`src/design/bdl_pkg.sv`:
```
package bdl_pkg;

  localparam int SECTOR_WORDS = 128;
  localparam int WORD_AW      = $clog2(SECTOR_WORDS);
  localparam int MAP_PAIRS    = 8;
  localparam int PAIR_W       = 3;
  localparam int CNT_W        = 4;
  localparam int TDATA_W      = 72;
  localparam int TUSER_W      = 3;

  localparam logic [31:0]        LABEL_MAGIC    = 32'h8256_4557;
  localparam logic [WORD_AW-1:0] MAP_OFFSET     = WORD_AW'(80);
  localparam logic [WORD_AW-1:0] TRAIL_OFFSET   = WORD_AW'(96);
  localparam logic [WORD_AW-1:0] LAST_LABEL_POS = WORD_AW'(31);

  // label status codes
  localparam logic [1:0] ST_NONE = 2'd0;
  localparam logic [1:0] ST_BAD  = 2'd1;
  localparam logic [1:0] ST_OK   = 2'd2;

  typedef struct packed {
    logic       load;        // take sector words
    logic       rd_trail;    // read trailing magic
    logic       rd_s;        // read start word of the current pair
    logic       rd_z;        // read size word of the current pair
    logic       latch_s;     // capture start word from the store
    logic       set_status;
    logic [1:0] status;
    logic       take_pair;   // evaluate current pair and advance
    logic       emit_final;  // push the closing result
  } bdl_cmd_t;

  typedef struct packed {
    logic last_word;
    logic label_seen;
    logic trail_ok;
    logic limit_zero;
    logic pair_nonzero;
    logic pend_valid;
    logic loop_done;
    logic out_free;
  } bdl_stat_t;

endpackage

```
`src/design/bdl_ram.sv`:
```
module bdl_ram #(
  parameter int WIDTH = 32,
  parameter int DEPTH = 128
) (
  input  logic                     clk,
  input  logic                     we,
  input  logic [$clog2(DEPTH)-1:0] waddr,
  input  logic [WIDTH-1:0]         wdata,
  input  logic                     re,
  input  logic [$clog2(DEPTH)-1:0] raddr,
  output logic [WIDTH-1:0]         rdata
);

  logic [WIDTH-1:0] mem [DEPTH];

  always_ff @(posedge clk) begin
    if (we) begin
      mem[waddr] <= wdata;
    end
    if (re) begin
      rdata <= mem[raddr];
    end
  end

endmodule

```
`src/design/bdl_ctrl.sv`:
```
module bdl_ctrl
  import bdl_pkg::*;
(
  input  logic      clk,
  input  logic      rst,
  input  bdl_stat_t stat,
  output bdl_cmd_t  cmd
);

  localparam logic [2:0] S_LOAD  = 3'd0;
  localparam logic [2:0] S_TRAIL = 3'd1;
  localparam logic [2:0] S_TCHK  = 3'd2;
  localparam logic [2:0] S_RDS   = 3'd3;
  localparam logic [2:0] S_RDZ   = 3'd4;
  localparam logic [2:0] S_CHK   = 3'd5;
  localparam logic [2:0] S_FINAL = 3'd6;

  logic [2:0] state;
  logic [2:0] state_next;

  always_ff @(posedge clk) begin
    if (rst) begin
      state <= S_LOAD;
    end else begin
      state <= state_next;
    end
  end

  always_comb begin
    cmd        = '0;
    state_next = state;
    case (state)
      S_LOAD: begin
        cmd.load = 1'b1;
        if (stat.last_word) begin
          state_next = S_TRAIL;
        end
      end
      S_TRAIL: begin
        if (!stat.label_seen) begin
          cmd.set_status = 1'b1;
          cmd.status     = ST_NONE;
          state_next     = S_FINAL;
        end else begin
          cmd.rd_trail = 1'b1;
          state_next   = S_TCHK;
        end
      end
      S_TCHK: begin
        cmd.set_status = 1'b1;
        if (!stat.trail_ok) begin
          cmd.status = ST_BAD;
          state_next = S_FINAL;
        end else begin
          cmd.status = ST_OK;
          state_next = stat.limit_zero ? S_FINAL : S_RDS;
        end
      end
      S_RDS: begin
        cmd.rd_s   = 1'b1;
        state_next = S_RDZ;
      end
      S_RDZ: begin
        cmd.rd_z    = 1'b1;
        cmd.latch_s = 1'b1;
        state_next  = S_CHK;
      end
      S_CHK: begin
        // hold while an earlier entry must leave but the output slot is full
        if (!(stat.pair_nonzero && stat.pend_valid && !stat.out_free)) begin
          cmd.take_pair = 1'b1;
          state_next    = stat.loop_done ? S_FINAL : S_RDS;
        end
      end
      S_FINAL: begin
        if (stat.out_free) begin
          cmd.emit_final = 1'b1;
          state_next     = S_LOAD;
        end
      end
      default: begin
        state_next = S_LOAD;
      end
    endcase
  end

endmodule

```
`src/design/bdl_datapath.sv`:
```
module bdl_datapath
  import bdl_pkg::*;
(
  input  logic               clk,
  input  logic               rst,
  input  logic               cfg_wr_en,
  input  logic [CNT_W-1:0]   cfg_wr_data,
  input  logic               s_axis_tvalid,
  input  logic [31:0]        s_axis_tdata,
  output logic               s_axis_tready,
  output logic               m_axis_tvalid,
  input  logic               m_axis_tready,
  output logic [TDATA_W-1:0] m_axis_tdata,
  output logic [TUSER_W-1:0] m_axis_tuser,
  output logic               m_axis_tlast,
  input  bdl_cmd_t           cmd,
  output bdl_stat_t          stat
);

  logic [CNT_W-1:0]   max_entries;
  logic [WORD_AW-1:0] word_count;
  logic [4:0]         label_pos;
  logic               label_seen;
  logic [1:0]         label_status;
  logic [PAIR_W-1:0]  pair_idx;
  logic [CNT_W-1:0]   found_cnt;
  logic [31:0]        s_word;

  logic               pend_valid;
  logic [31:0]        pend_start;
  logic [31:0]        pend_len;
  logic [PAIR_W-1:0]  pend_num;

  logic               out_valid;
  logic [31:0]        out_start;
  logic [31:0]        out_len;
  logic [PAIR_W-1:0]  out_num;
  logic               out_ev;
  logic [1:0]         out_st;
  logic               out_last;

  logic               in_acc;
  logic               seen_cur;
  logic               re;
  logic [WORD_AW-1:0] raddr;
  logic [WORD_AW-1:0] pair_addr;
  logic [31:0]        rdata;
  logic [CNT_W-1:0]   limit;
  logic [CNT_W-1:0]   found_inc;
  logic               out_free;
  logic               push_pend;

  assign s_axis_tready = cmd.load;
  assign in_acc        = s_axis_tvalid && cmd.load;

  // a new sector restarts the search
  assign seen_cur = (word_count == '0) ? 1'b0 : label_seen;

  assign pair_addr = {2'b00, label_pos} + MAP_OFFSET
                   + {{(WORD_AW-PAIR_W-1){1'b0}}, pair_idx, 1'b0};
  assign re = cmd.rd_trail || cmd.rd_s || cmd.rd_z;

  always_comb begin
    raddr = pair_addr;
    if (cmd.rd_trail) begin
      raddr = {2'b00, label_pos} + TRAIL_OFFSET;
    end else if (cmd.rd_z) begin
      raddr = pair_addr + WORD_AW'(1);
    end
  end

  bdl_ram #(
    .WIDTH(32),
    .DEPTH(SECTOR_WORDS)
  ) u_store (
    .clk  (clk),
    .we   (in_acc),
    .waddr(word_count),
    .wdata(s_axis_tdata),
    .re   (re),
    .raddr(raddr),
    .rdata(rdata)
  );

  assign limit = (max_entries > CNT_W'(MAP_PAIRS)) ? CNT_W'(MAP_PAIRS) : max_entries;
  assign found_inc = found_cnt + CNT_W'(1);
  assign out_free  = !out_valid || m_axis_tready;
  assign push_pend = cmd.take_pair && stat.pair_nonzero && pend_valid;

  always_comb begin
    stat.last_word    = in_acc && (word_count == WORD_AW'(SECTOR_WORDS - 1));
    stat.label_seen   = label_seen;
    stat.trail_ok     = (rdata == LABEL_MAGIC) || (rdata == '0);
    stat.limit_zero   = (limit == '0);
    stat.pair_nonzero = (s_word != '0) || (rdata != '0);
    stat.pend_valid   = pend_valid;
    stat.loop_done    = (pair_idx == PAIR_W'(MAP_PAIRS - 1))
                     || (stat.pair_nonzero && (found_inc == limit));
    stat.out_free     = out_free;
  end

  always_ff @(posedge clk) begin
    if (rst) begin
      max_entries <= CNT_W'(MAP_PAIRS);
    end else if (cfg_wr_en) begin
      max_entries <= cfg_wr_data;
    end
  end

  always_ff @(posedge clk) begin
    if (rst) begin
      word_count <= '0;
      label_seen <= 1'b0;
      label_pos  <= '0;
    end else if (in_acc) begin
      word_count <= word_count + WORD_AW'(1);
      if (!seen_cur && (word_count <= LAST_LABEL_POS) && (s_axis_tdata == LABEL_MAGIC)) begin
        label_seen <= 1'b1;
        label_pos  <= word_count[4:0];
      end else if (word_count == '0) begin
        label_seen <= 1'b0;
        label_pos  <= '0;
      end
    end
  end

  always_ff @(posedge clk) begin
    if (cmd.set_status) begin
      label_status <= cmd.status;
    end
    if (cmd.latch_s) begin
      s_word <= rdata;
    end
  end

  always_ff @(posedge clk) begin
    if (rst) begin
      pend_valid <= 1'b0;
      pair_idx   <= '0;
      found_cnt  <= '0;
    end else if (cmd.emit_final) begin
      pend_valid <= 1'b0;
      pair_idx   <= '0;
      found_cnt  <= '0;
    end else if (cmd.take_pair) begin
      pair_idx <= pair_idx + PAIR_W'(1);
      if (stat.pair_nonzero) begin
        pend_valid <= 1'b1;
        found_cnt  <= found_inc;
      end
    end
  end

  always_ff @(posedge clk) begin
    if (cmd.take_pair && stat.pair_nonzero) begin
      pend_start <= s_word;
      pend_len   <= rdata;
      pend_num   <= found_cnt[PAIR_W-1:0];
    end
  end

  always_ff @(posedge clk) begin
    if (rst) begin
      out_valid <= 1'b0;
    end else if (cmd.emit_final || push_pend) begin
      out_valid <= 1'b1;
    end else if (m_axis_tready) begin
      out_valid <= 1'b0;
    end
  end

  always_ff @(posedge clk) begin
    if (push_pend || (cmd.emit_final && pend_valid)) begin
      out_start <= pend_start;
      out_len   <= pend_len;
      out_num   <= pend_num;
      out_ev    <= 1'b1;
      out_st    <= ST_OK;
      out_last  <= cmd.emit_final;
    end else if (cmd.emit_final) begin
      out_start <= '0;
      out_len   <= '0;
      out_num   <= '0;
      out_ev    <= 1'b0;
      out_st    <= label_status;
      out_last  <= 1'b1;
    end
  end

  assign m_axis_tvalid = out_valid;
  assign m_axis_tdata  = {{(TDATA_W-64-PAIR_W){1'b0}}, out_num, out_len, out_start};
  assign m_axis_tuser  = {out_st, out_ev};
  assign m_axis_tlast  = out_last;

  a_final_slot: assert property (@(posedge clk) disable iff (rst)
    cmd.emit_final |-> out_free)
    else $error("final result pushed into a full output slot");

  a_entry_slot: assert property (@(posedge clk) disable iff (rst)
    push_pend |-> out_free)
    else $error("entry pushed into a full output slot");

  a_found_limit: assert property (@(posedge clk) disable iff (rst)
    found_cnt <= limit)
    else $error("more entries found than the limit allows");

  a_pend_ok: assert property (@(posedge clk) disable iff (rst)
    pend_valid |-> (label_status == ST_OK))
    else $error("pending entry without a valid label");

  a_stop_load: assert property (@(posedge clk) disable iff (rst)
    stat.last_word |=> !s_axis_tready)
    else $error("input still open after the last word of a sector");

endmodule

```
`src/design/bsd_disklabel_sector_parser.sv`:
```
// Disk label parser for one 512-byte sector.
//
// s_axis carries the sector as 128 little-endian 32-bit words, one item per
// word, in order; one word is taken per cycle while tready is high. The words
// are kept in a 128-entry store. After the last word, tready drops and the
// block parses: it looks up the label and, if found, checks the trailing
// magic; if it is good and max_entries is nonzero, it evaluates map pairs,
// each after two reads through the single read port of the store. Then the
// closing result goes out and loading resumes. m_axis carries partition
// entries and status results; tlast marks the final result of a sector. The
// output is a register: a result stays until taken, and a stalled receiver
// holds the parser on the next result, while the waiting one stays valid.
// cfg_wr_en/cfg_wr_data set max_entries; the user must write it only when
// idle; the block does not enforce this. Reset (rst, synchronous) returns
// the block to word 0 of a new sector with max_entries at 8 and no result
// pending; the store is not cleared.
module bsd_disklabel_sector_parser
  import bdl_pkg::*;
(
  input  logic               clk,
  input  logic               rst,
  input  logic               cfg_wr_en,
  input  logic [CNT_W-1:0]   cfg_wr_data,    // max_entries
  input  logic               s_axis_tvalid,
  output logic               s_axis_tready,
  input  logic [31:0]        s_axis_tdata,   // sector_word
  output logic               m_axis_tvalid,
  input  logic               m_axis_tready,
  output logic [TDATA_W-1:0] m_axis_tdata,   // part_start, part_length, entry_number
  output logic [TUSER_W-1:0] m_axis_tuser,   // entry_valid, label_status
  output logic               m_axis_tlast    // last_of_run
);

  bdl_cmd_t  cmd;
  bdl_stat_t stat;

  bdl_ctrl u_ctrl (
    .clk (clk),
    .rst (rst),
    .stat(stat),
    .cmd (cmd)
  );

  bdl_datapath u_dp (
    .clk          (clk),
    .rst          (rst),
    .cfg_wr_en    (cfg_wr_en),
    .cfg_wr_data  (cfg_wr_data),
    .s_axis_tvalid(s_axis_tvalid),
    .s_axis_tdata (s_axis_tdata),
    .s_axis_tready(s_axis_tready),
    .m_axis_tvalid(m_axis_tvalid),
    .m_axis_tready(m_axis_tready),
    .m_axis_tdata (m_axis_tdata),
    .m_axis_tuser (m_axis_tuser),
    .m_axis_tlast (m_axis_tlast),
    .cmd          (cmd),
    .stat         (stat)
  );

endmodule

```
`config.mk`:
```
export PLATFORM = sky130hd
export DESIGN_NAME = bsd_disklabel_sector_parser
export DESIGN_NICKNAME = d
export VERILOG_FILES = /design/src/design/bdl_pkg.sv /design/src/design/bdl_ram.sv /design/src/design/bdl_ctrl.sv /design/src/design/bdl_datapath.sv /design/src/design/bsd_disklabel_sector_parser.sv
export SDC_FILE = /design/constraint.sdc
export NUM_CORES = 2
export LEC_CHECK = 0
export BUFFER_PORTS_ARGS = -buffer_cell sky130_fd_sc_hd__buf_2
export CORE_ASPECT_RATIO = 0.8
export CORE_MARGIN = 2
export CORE_UTILIZATION = 47
export CTS_BUF_LIST = sky130_fd_sc_hd__clkbuf_16
export DETAILED_ROUTE_END_ITERATION = 16
export SYNTH_ARGS = -nofsm -noshare
export SYNTH_HDL_FRONTEND = slang
export SYNTH_SLANG_ARGS = --single-unit
```
`constraint.sdc`:
```
create_clock -name clk -period 10.28 [get_ports clk]
set_input_delay 1.028 -clock clk [delete_from_list [all_inputs] [get_ports clk]]
set_output_delay 1.028 -clock clk [all_outputs]
set_load 0.01 [all_outputs]
```
Yosys cells after proc, flatten, opt, wreduce, memory -nomap -nowiden
Memory sizes are Yosys's and may differ from the RTL's. A register that Yosys moved wholly into a read port is not among the register bits.
Index checks and enable logic that the tools add are counted.
- output and inout port bits: 78
- memories: 1
- RAM bits: 4096
- flip-flop bits (word level): 201
- $lt $le $gt $ge: 2
- add/subtract/negate cells: 7
- mux-type cells: 38
- reduce and logical (&&, ||, !) cells: 34
- equality and inequality tests: 14
- memory list (name ; words ; bits a word ; rd ports ; clocked after memory_dff ; wr ports ; RTL line ; RTL):
    u_dp.u_store.mem ; 128 ; 32 ; 1 ; 1 ; 1 ; bdl_ram.sv:14 ; logic [WIDTH-1:0] mem [DEPTH];
- operators with widths (kind ; number):
    32-bit 2-to-1 mux ; 3
    32-bit equality test (second input constant) ; 2
    32-bit nonzero test ; 2
    32-bit logical NOT ; 1
    3-bit 2-to-1 mux ; 10
    3-bit one-hot mux with 7 select lines ; 1
    1-bit 2-to-1 mux ; 16
    7-bit by 1-bit adder with 7-bit output (second input constant) ; 2
    7-bit 2-to-1 mux ; 2
    3-bit equality test (second input constant) ; 4
    1-bit logical AND ; 10
    5-bit 2-to-1 mux ; 2
    1-bit logical OR ; 8
    5-bit by 7-bit adder with 7-bit output (second input constant) ; 1
    6-bit by 6-bit adder with 7-bit output (second input constant) ; 1
    7-bit by 4-bit adder with 7-bit output ; 1
    7-bit equality test (second input constant) ; 1
    7-bit by 5-bit less-or-equal comparator with 1-bit output (second input constant) ; 1
    7-bit logical NOT ; 1
    3-bit by 2-bit equality test with 1-bit output (second input constant) ; 2
    3-bit one-hot mux with 2 select lines ; 1
    2-bit nonzero test ; 3
    4-bit by 1-bit adder with 4-bit output (second input constant) ; 1
    4-bit equality test ; 1
    13 further kinds ; 18

Longest topological paths before layout
- word-level depth: 10
- mapped depth: 16
- gate-level depth less buffers: 12

Hierarchy
A second synthesis with hierarchy kept.
- cells, all modules: 6529
- area, all modules: 164472.7 sq um
- modules (own cells, without submodules) (module ; area an instance (sq um) ; cells an instance ; seq. area each (sq um) ; times used):
    bdl_ram ; 156596.4 ; 5990 ; 123958.9 ; 1
    bdl_datapath ; 7574.8 ; 496 ; 5655.4 ; 1
    bdl_ctrl ; 301.5 ; 43 ; 60.1 ; 1

Worst setup path after synthesis
Ideal clock, no wire load.
- path type: register -> register
- start: register u_ctrl.state[0]
- end: register u_dp.out_last, in the netlist u_dp.m_axis_tlast, enable pin
- setup slack: 3.279 ns
- period minus slack after synthesis: 7.001 ns
- stages on the path, launching flop included: 8
- required time: 9.851 ns
- arrival time: 6.573 ns
- cells stage by stage: dfxtp_1 > clkbuf_1 > nor2b_1 > nand2_1 > a31oi_1 > a21boi_1 > nand2_1 > nand2_1
- word-level cells in the longest chain between the ends: 6
- ends and longest elaborated chain (item ; RTL line ; RTL):
    start: declaration ; bdl_ctrl.sv:18 ; logic [2:0] state;
    start signal: assignment ; bdl_ctrl.sv:25 ; state <= state_next;
    3-bit equality test ; bdl_ctrl.sv:32 ; case (state)
    1-bit 2-to-1 mux ; bdl_ctrl.sv:32 ;
    1-bit logical AND (2 in series) ; bdl_datapath.sv:88 ; assign push_pend = cmd.take_pair && stat.pair_nonzero && pend_valid;
    1-bit logical OR ; bdl_datapath.sv:173 ; if (push_pend || (cmd.emit_final && pend_valid)) begin
    2-bit nonzero test (no line) * ; n/a ;
    end signal: assignment ; bdl_datapath.sv:179 ; out_last <= cmd.emit_final;
    end: declaration ; bdl_datapath.sv:40 ; logic out_last;
Mark *: on every way between the ends. The rest lies on a longest branch, timed or not.
A chain may end at the register's enable or synchronous reset.

Final worst setup path
- start: register u_ctrl.state[2]
- end: register u_dp.u_store.rdata[2], read port of u_dp.u_store.mem, data pin
- word-level cells in the longest chain between the ends: 4
- ends and longest elaborated chain (item ; RTL line ; RTL):
    3-bit equality test (tied with other cells) ; bdl_ctrl.sv:32 ;
    2-bit 2-to-1 mux / 1-bit 2-to-1 mux (equally long branches) ; bdl_ctrl.sv:32 ;
    7-bit 2-to-1 mux / 1-bit logical OR (equally long branches) ; bdl_datapath.sv:67, bdl_datapath.sv:61 ;
    7-bit 2-to-1 mux / 1-bit logical OR (equally long branches) ; bdl_datapath.sv:65, bdl_datapath.sv:61 ;
    end: declaration ; bdl_ram.sv:11 ; output logic [WIDTH-1:0] rdata
Parallel ways exist; a longest one is shown, timed or not.

==> metrics.md <==
| Metric | Value |
|---|---|
| R2R setup slack | `2.30 ns` |
| Area Overhead vs Synth | `12.9%` |
| Pwr Density | `between 150 and 200 mW/mm^2` |
| Post-route worst setup slack | `2.30 ns` |
| Final setup fails | `0` |
| Instance count on the critical path | `12` |
| Cell depth of the worst flop-to-flop path | `12` |
| Vias per inst | `6.51` |
| Unrepaired setup endpoints after global routing | `no` |
| Slew @ Worst Pin | `1.39 ns` |
| Final Wtd Congestion | `0.875` |
| Ports | `119` |
| Site row count | `about 200` |
| Min-delay worst type | `primary input to flop` |
| Total Routing Usage GR | `0.276` |
| Max-cap viol count | `0` |
| Count of flip-flops with a built-in enable after synthesis | `4297` |
| Avg Cell Area, Syn | `20.9 sq um` |
| Final ANT Viol Nets | `0` |
| Fmax | `0.125 GHz` |
| Number of iterations in the first detailed-routing pass | `6` |
| Yosys Warn Count | `0` |
| CP Class | `flop to flop` |
| Largest net degree at the start of global routing | `153` |
| Critical path endpoint category | `flop` |
| Die height | `between 500 and 600 um` |
| Buf+Inv Stages, Crit Path | `4` |
| Max FO, Critical Path | `78` |
| WP data arrival | `8.77 ns` |
| Hold_buf cts | `0` |
| Max VDD drop | `158 uV` |
| Worst-Skew Late Latency | `0.99 ns` |
| Post-Synthesis Cells | `7964` |
| Final period util | `0.776` |
| Vias in the first global route | `83700` |
| Initial antenna violation count | `46` |
| Post-Syn Area | `0.166 sq mm` |
| FFs w/ async S/R, synth | `0` |
| Die area | `0.358 sq mm` |
| Clock Skew | `0.0480 ns` |
| Final Util | `0.532` |
| Worst-path cell chain | `or3b_1 > buf_4 > inv_6 > nand4b_2 > mux2i_2 > xnor2_2 > buf_4 > buf_12 > o221ai_1 > o21ai_0 > o22ai_1 > o21ai_0` |
| Place WS | `around 2.8 ns` |
| Core Footprint | `0.352 sq mm` |
| Critical Path End | `u_dp.u_store.rdata[2]` |
| Die X | `around 670 um` |
| Tot Pwr | `36.0 mW` |
| Relative slew slack | `0.0668` |
| Run status | `finished clean` |
| Sequential fraction of the synthesis area | `0.781` |
| Post-route DRC violation count | `0` |
| Total global routing overflow | `0` |
| Post-DP HPWL | `approximately 290000 um` |
| Hold Path Stages | `2` |
| Largest stage delay, worst path | `about 1.1 ns` |
| CTS Buf Count | `416` |
| Post-synth cell types | `72` |
| Initial core utilization | `0.471` |
| #FFs+latches synth | `around 4300` |
| Total setup buffers inserted after CTS | `0` |
| Non-Filler Instances | `13400` |
| Initial DRC Count | `14300` |
| TritonCTS clock tree | `built` |
| Worst R2R Start | `u_ctrl.state[2]` |
| Placed Instances | `12600` |
| Max Transition Viols Final | `0` |
| Fin Setup TNS | `0 ns` |
| CTS resizes | `0` |
| Nature of the critical path startpoint | `flop` |
| Fin crit period | `7.98 ns` |
| WL/cell | `37.1 um` |
| Final hold vios | `0` |
| Nets | `approximately 8400` |
| Layout cells sized above 1 | `0.247` |
| First-pass GRT wire length | `684000 um` |
| Vias post-DR | `87300` |
| Worst Path Required | `11.08 ns` |
| Clock slew at reported path FFs | `0.06 ns` |
| Reg2reg end | `u_dp.u_store.rdata[2]` |
| CP delay by family, top | `compound AO/OA/AOI/OAI gates` |
| P_leak | `58.1 nW` |
| PortBufs | `113` |
| Longest Clk Path Bufs | `4` |
| Slowest cell on crit path | `nand4b_2` |
| Crit path launch | `u_ctrl.state[2]` |
| H-tree depth | `5` |
| CTS root buffer | `clkbuf_16` |
| Post-Route WL | `497000 um` |
| Clock Sinks | `4329` |
| Top_reg_cell synth | `edfxtp_1` |
-- synth_stat cells (all sizes together), types with 3 or more instances --
cell | instances | share of area
nor3 | 21 | 0.00063
o21a | 10 | 0.00045
nor2 | 195 | 0.0044
o211ai | 51 | 0.0023
nand2b | 62 | 0.0023
a22oi | 161 | 0.0073
a21oi | 222 | 0.0067
a2111oi | 3 | 0.00016
mux2i | 141 | 0.0085
inv | 14 | 0.00035
nand3 | 157 | 0.0047
ha | 9 | 0.00068
or4 | 25 | 0.0011
a211oi | 33 | 0.0015
o2111ai | 14 | 0.00074
a311oi | 56 | 0.0030
a221oi | 4 | 0.00021
mux2 | 27 | 0.0018
nor2b | 9 | 0.00034
nand2 | 484 | 0.011
xnor2 | 9 | 0.00059
o21ai | 93 | 0.0028
nor4bb | 7 | 0.00042
or3 | 6 | 0.00023
mux4 | 933 | 0.13
o221ai | 30 | 0.0016
a21o | 3 | 0.00014
edfxtp | 4297 | 0.78
a31oi | 40 | 0.0015
xor2 | 10 | 0.00053
and3 | 31 | 0.0012
nand4 | 26 | 0.00098
nor4 | 31 | 0.0012
dfxtp | 32 | 0.0039
clkbuf | 249 | 0.0056
o22ai | 94 | 0.0036
buf | 230 | 0.0073
a221o | 5 | 0.00030
a22o | 20 | 0.0011
and2 | 69 | 0.0026
a32oi | 16 | 0.00084
o41ai | 8 | 0.00042
-- routing by layer --
metal / wire (um) / track usage / vias to the layer above
met2: 216000 / 0.395 / 5619
met3: 64800 / 0.0754 / 693
met1: 203000 / 0.420 / 47000
met5: 69 / 0 / -
li1: - / - / 34000
met4: 13200 / 0.0706 / 10
-- layout make-up --
cell class	instances	area, sq um
repair buffers	425	3240
clock inverters	332	2480
multi-input cells	3146	35500
inverters	14	57.6
fillers	27100	165000
clock buffers	419	10500
flip-flops and latches	4329	130000
diodes	16	40.0
well taps	4728	5920
-- stage by stage --
step / instance area, sq um / hold WS (ns)
2_1_floorplan: 166000 / 0.427
3_3_place_gp: 174000 / 0.440
3_5_place_dp: 174000 / 0.436
4_1_cts: 187000 / 0.200
5_1_grt: 187000 / 0.247
6_report: 187000 / 0.260
-- registers in the layout, indices dropped and copies added (netlist names), 2 cells and up --
| name | flops |
|---|---|
| u_dp.out_num | 3 |
| u_dp.u_store.mem | 4096 |
| u_dp.pend_start | 32 |
| u_dp.out_st | 2 |
| u_dp.u_store.rdata | 32 |
| u_dp.label_pos | 5 |
| u_ctrl.state | 3 |
| u_dp.found_cnt | 4 |
| u_dp.out_start | 32 |
| u_dp.pend_len | 32 |
| u_dp.label_status | 2 |
| u_dp.pair_idx | 3 |
| u_dp.s_word | 32 |
| u_dp.word_count | 7 |
| u_dp.out_len | 32 |
| u_dp.pend_num | 3 |
| u_dp.max_entries | 4 |
-- placed cells by master (no fill, tap or decap), types with 16 or more instances in the layout --
master     synthesis  layout
a211oi_1          33      33
a21oi_1          222     219
a22o_1            20      20
a22oi_1          161     161
a311oi_1          56      45
a31oi_1           40      39
and2_1            68      68
and3_1            31      31
buf_12             0      18
buf_2            152      81
buf_4             28     322
bufinv_16          0      29
clkbuf_16          0     419
clkinv_1           0     107
clkinv_2           0      74
dfxtp_1           32      31
diode_2            0      16
edfxtp_1        4297    4297
inv_1             13      92
mux2_2            27      27
mux2i_1          140     140
mux4_2           933     933
nand2_1          483     474
nand2b_1          62      62
nand3_1          157     155
nand4_1           26      26
nor2_1           195      62
nor2_4             0     131
nor3_1            21      21
nor4_1            31      30
o211ai_1          51      51
o21ai_0           86      73
o21ai_1            7      18
o221ai_1          30      30
o22ai_1           93      92
or4_1             25      25
-- logic make-up (layout without fill, tap and decap cells) --
kind of cell	Yosys count	count (layout)	share of synthesized area
muxes	1101	1101	0.137
buffers and inverters	493	1190	0.0133
adders and majority gates	10	10	0.000799
other	1	21	0.0000226
xor gates and xnor gates	19	19	0.00112
DFF	4329	4329	0.781
AOI/OAI and AO/OA	875	875	0.0351
and+or+nand+nor	1136	1136	0.0318
-- how the worst min path moves through the flow --
stage | slack, ns | endpoint | start
finish | 0.26 | u_dp.max_entries[3] | cfg_wr_data[3]
floorplan | 0.43 | u_dp.pend_start[0] | u_dp.s_word[0]
CTS | 0.20 | u_dp.max_entries[3] | cfg_wr_data[3]
global placement | 0.44 | u_dp.pend_start[9] | u_dp.s_word[9]
global route | 0.25 | u_dp.max_entries[3] | cfg_wr_data[3]
detailed placement | 0.44 | u_dp.pend_start[25] | u_dp.s_word[25]
-- power breakdown --
part	switching [mW]	total [mW]	internal (mW)	leakage (nW)
combinational	1.09	1.61	0.514	12.6
sequential	0.0744	19.6	19.5	38.8
clock	6.65	14.8	8.14	6.66
No activity file was read; power rests on OpenSTA's default activity.
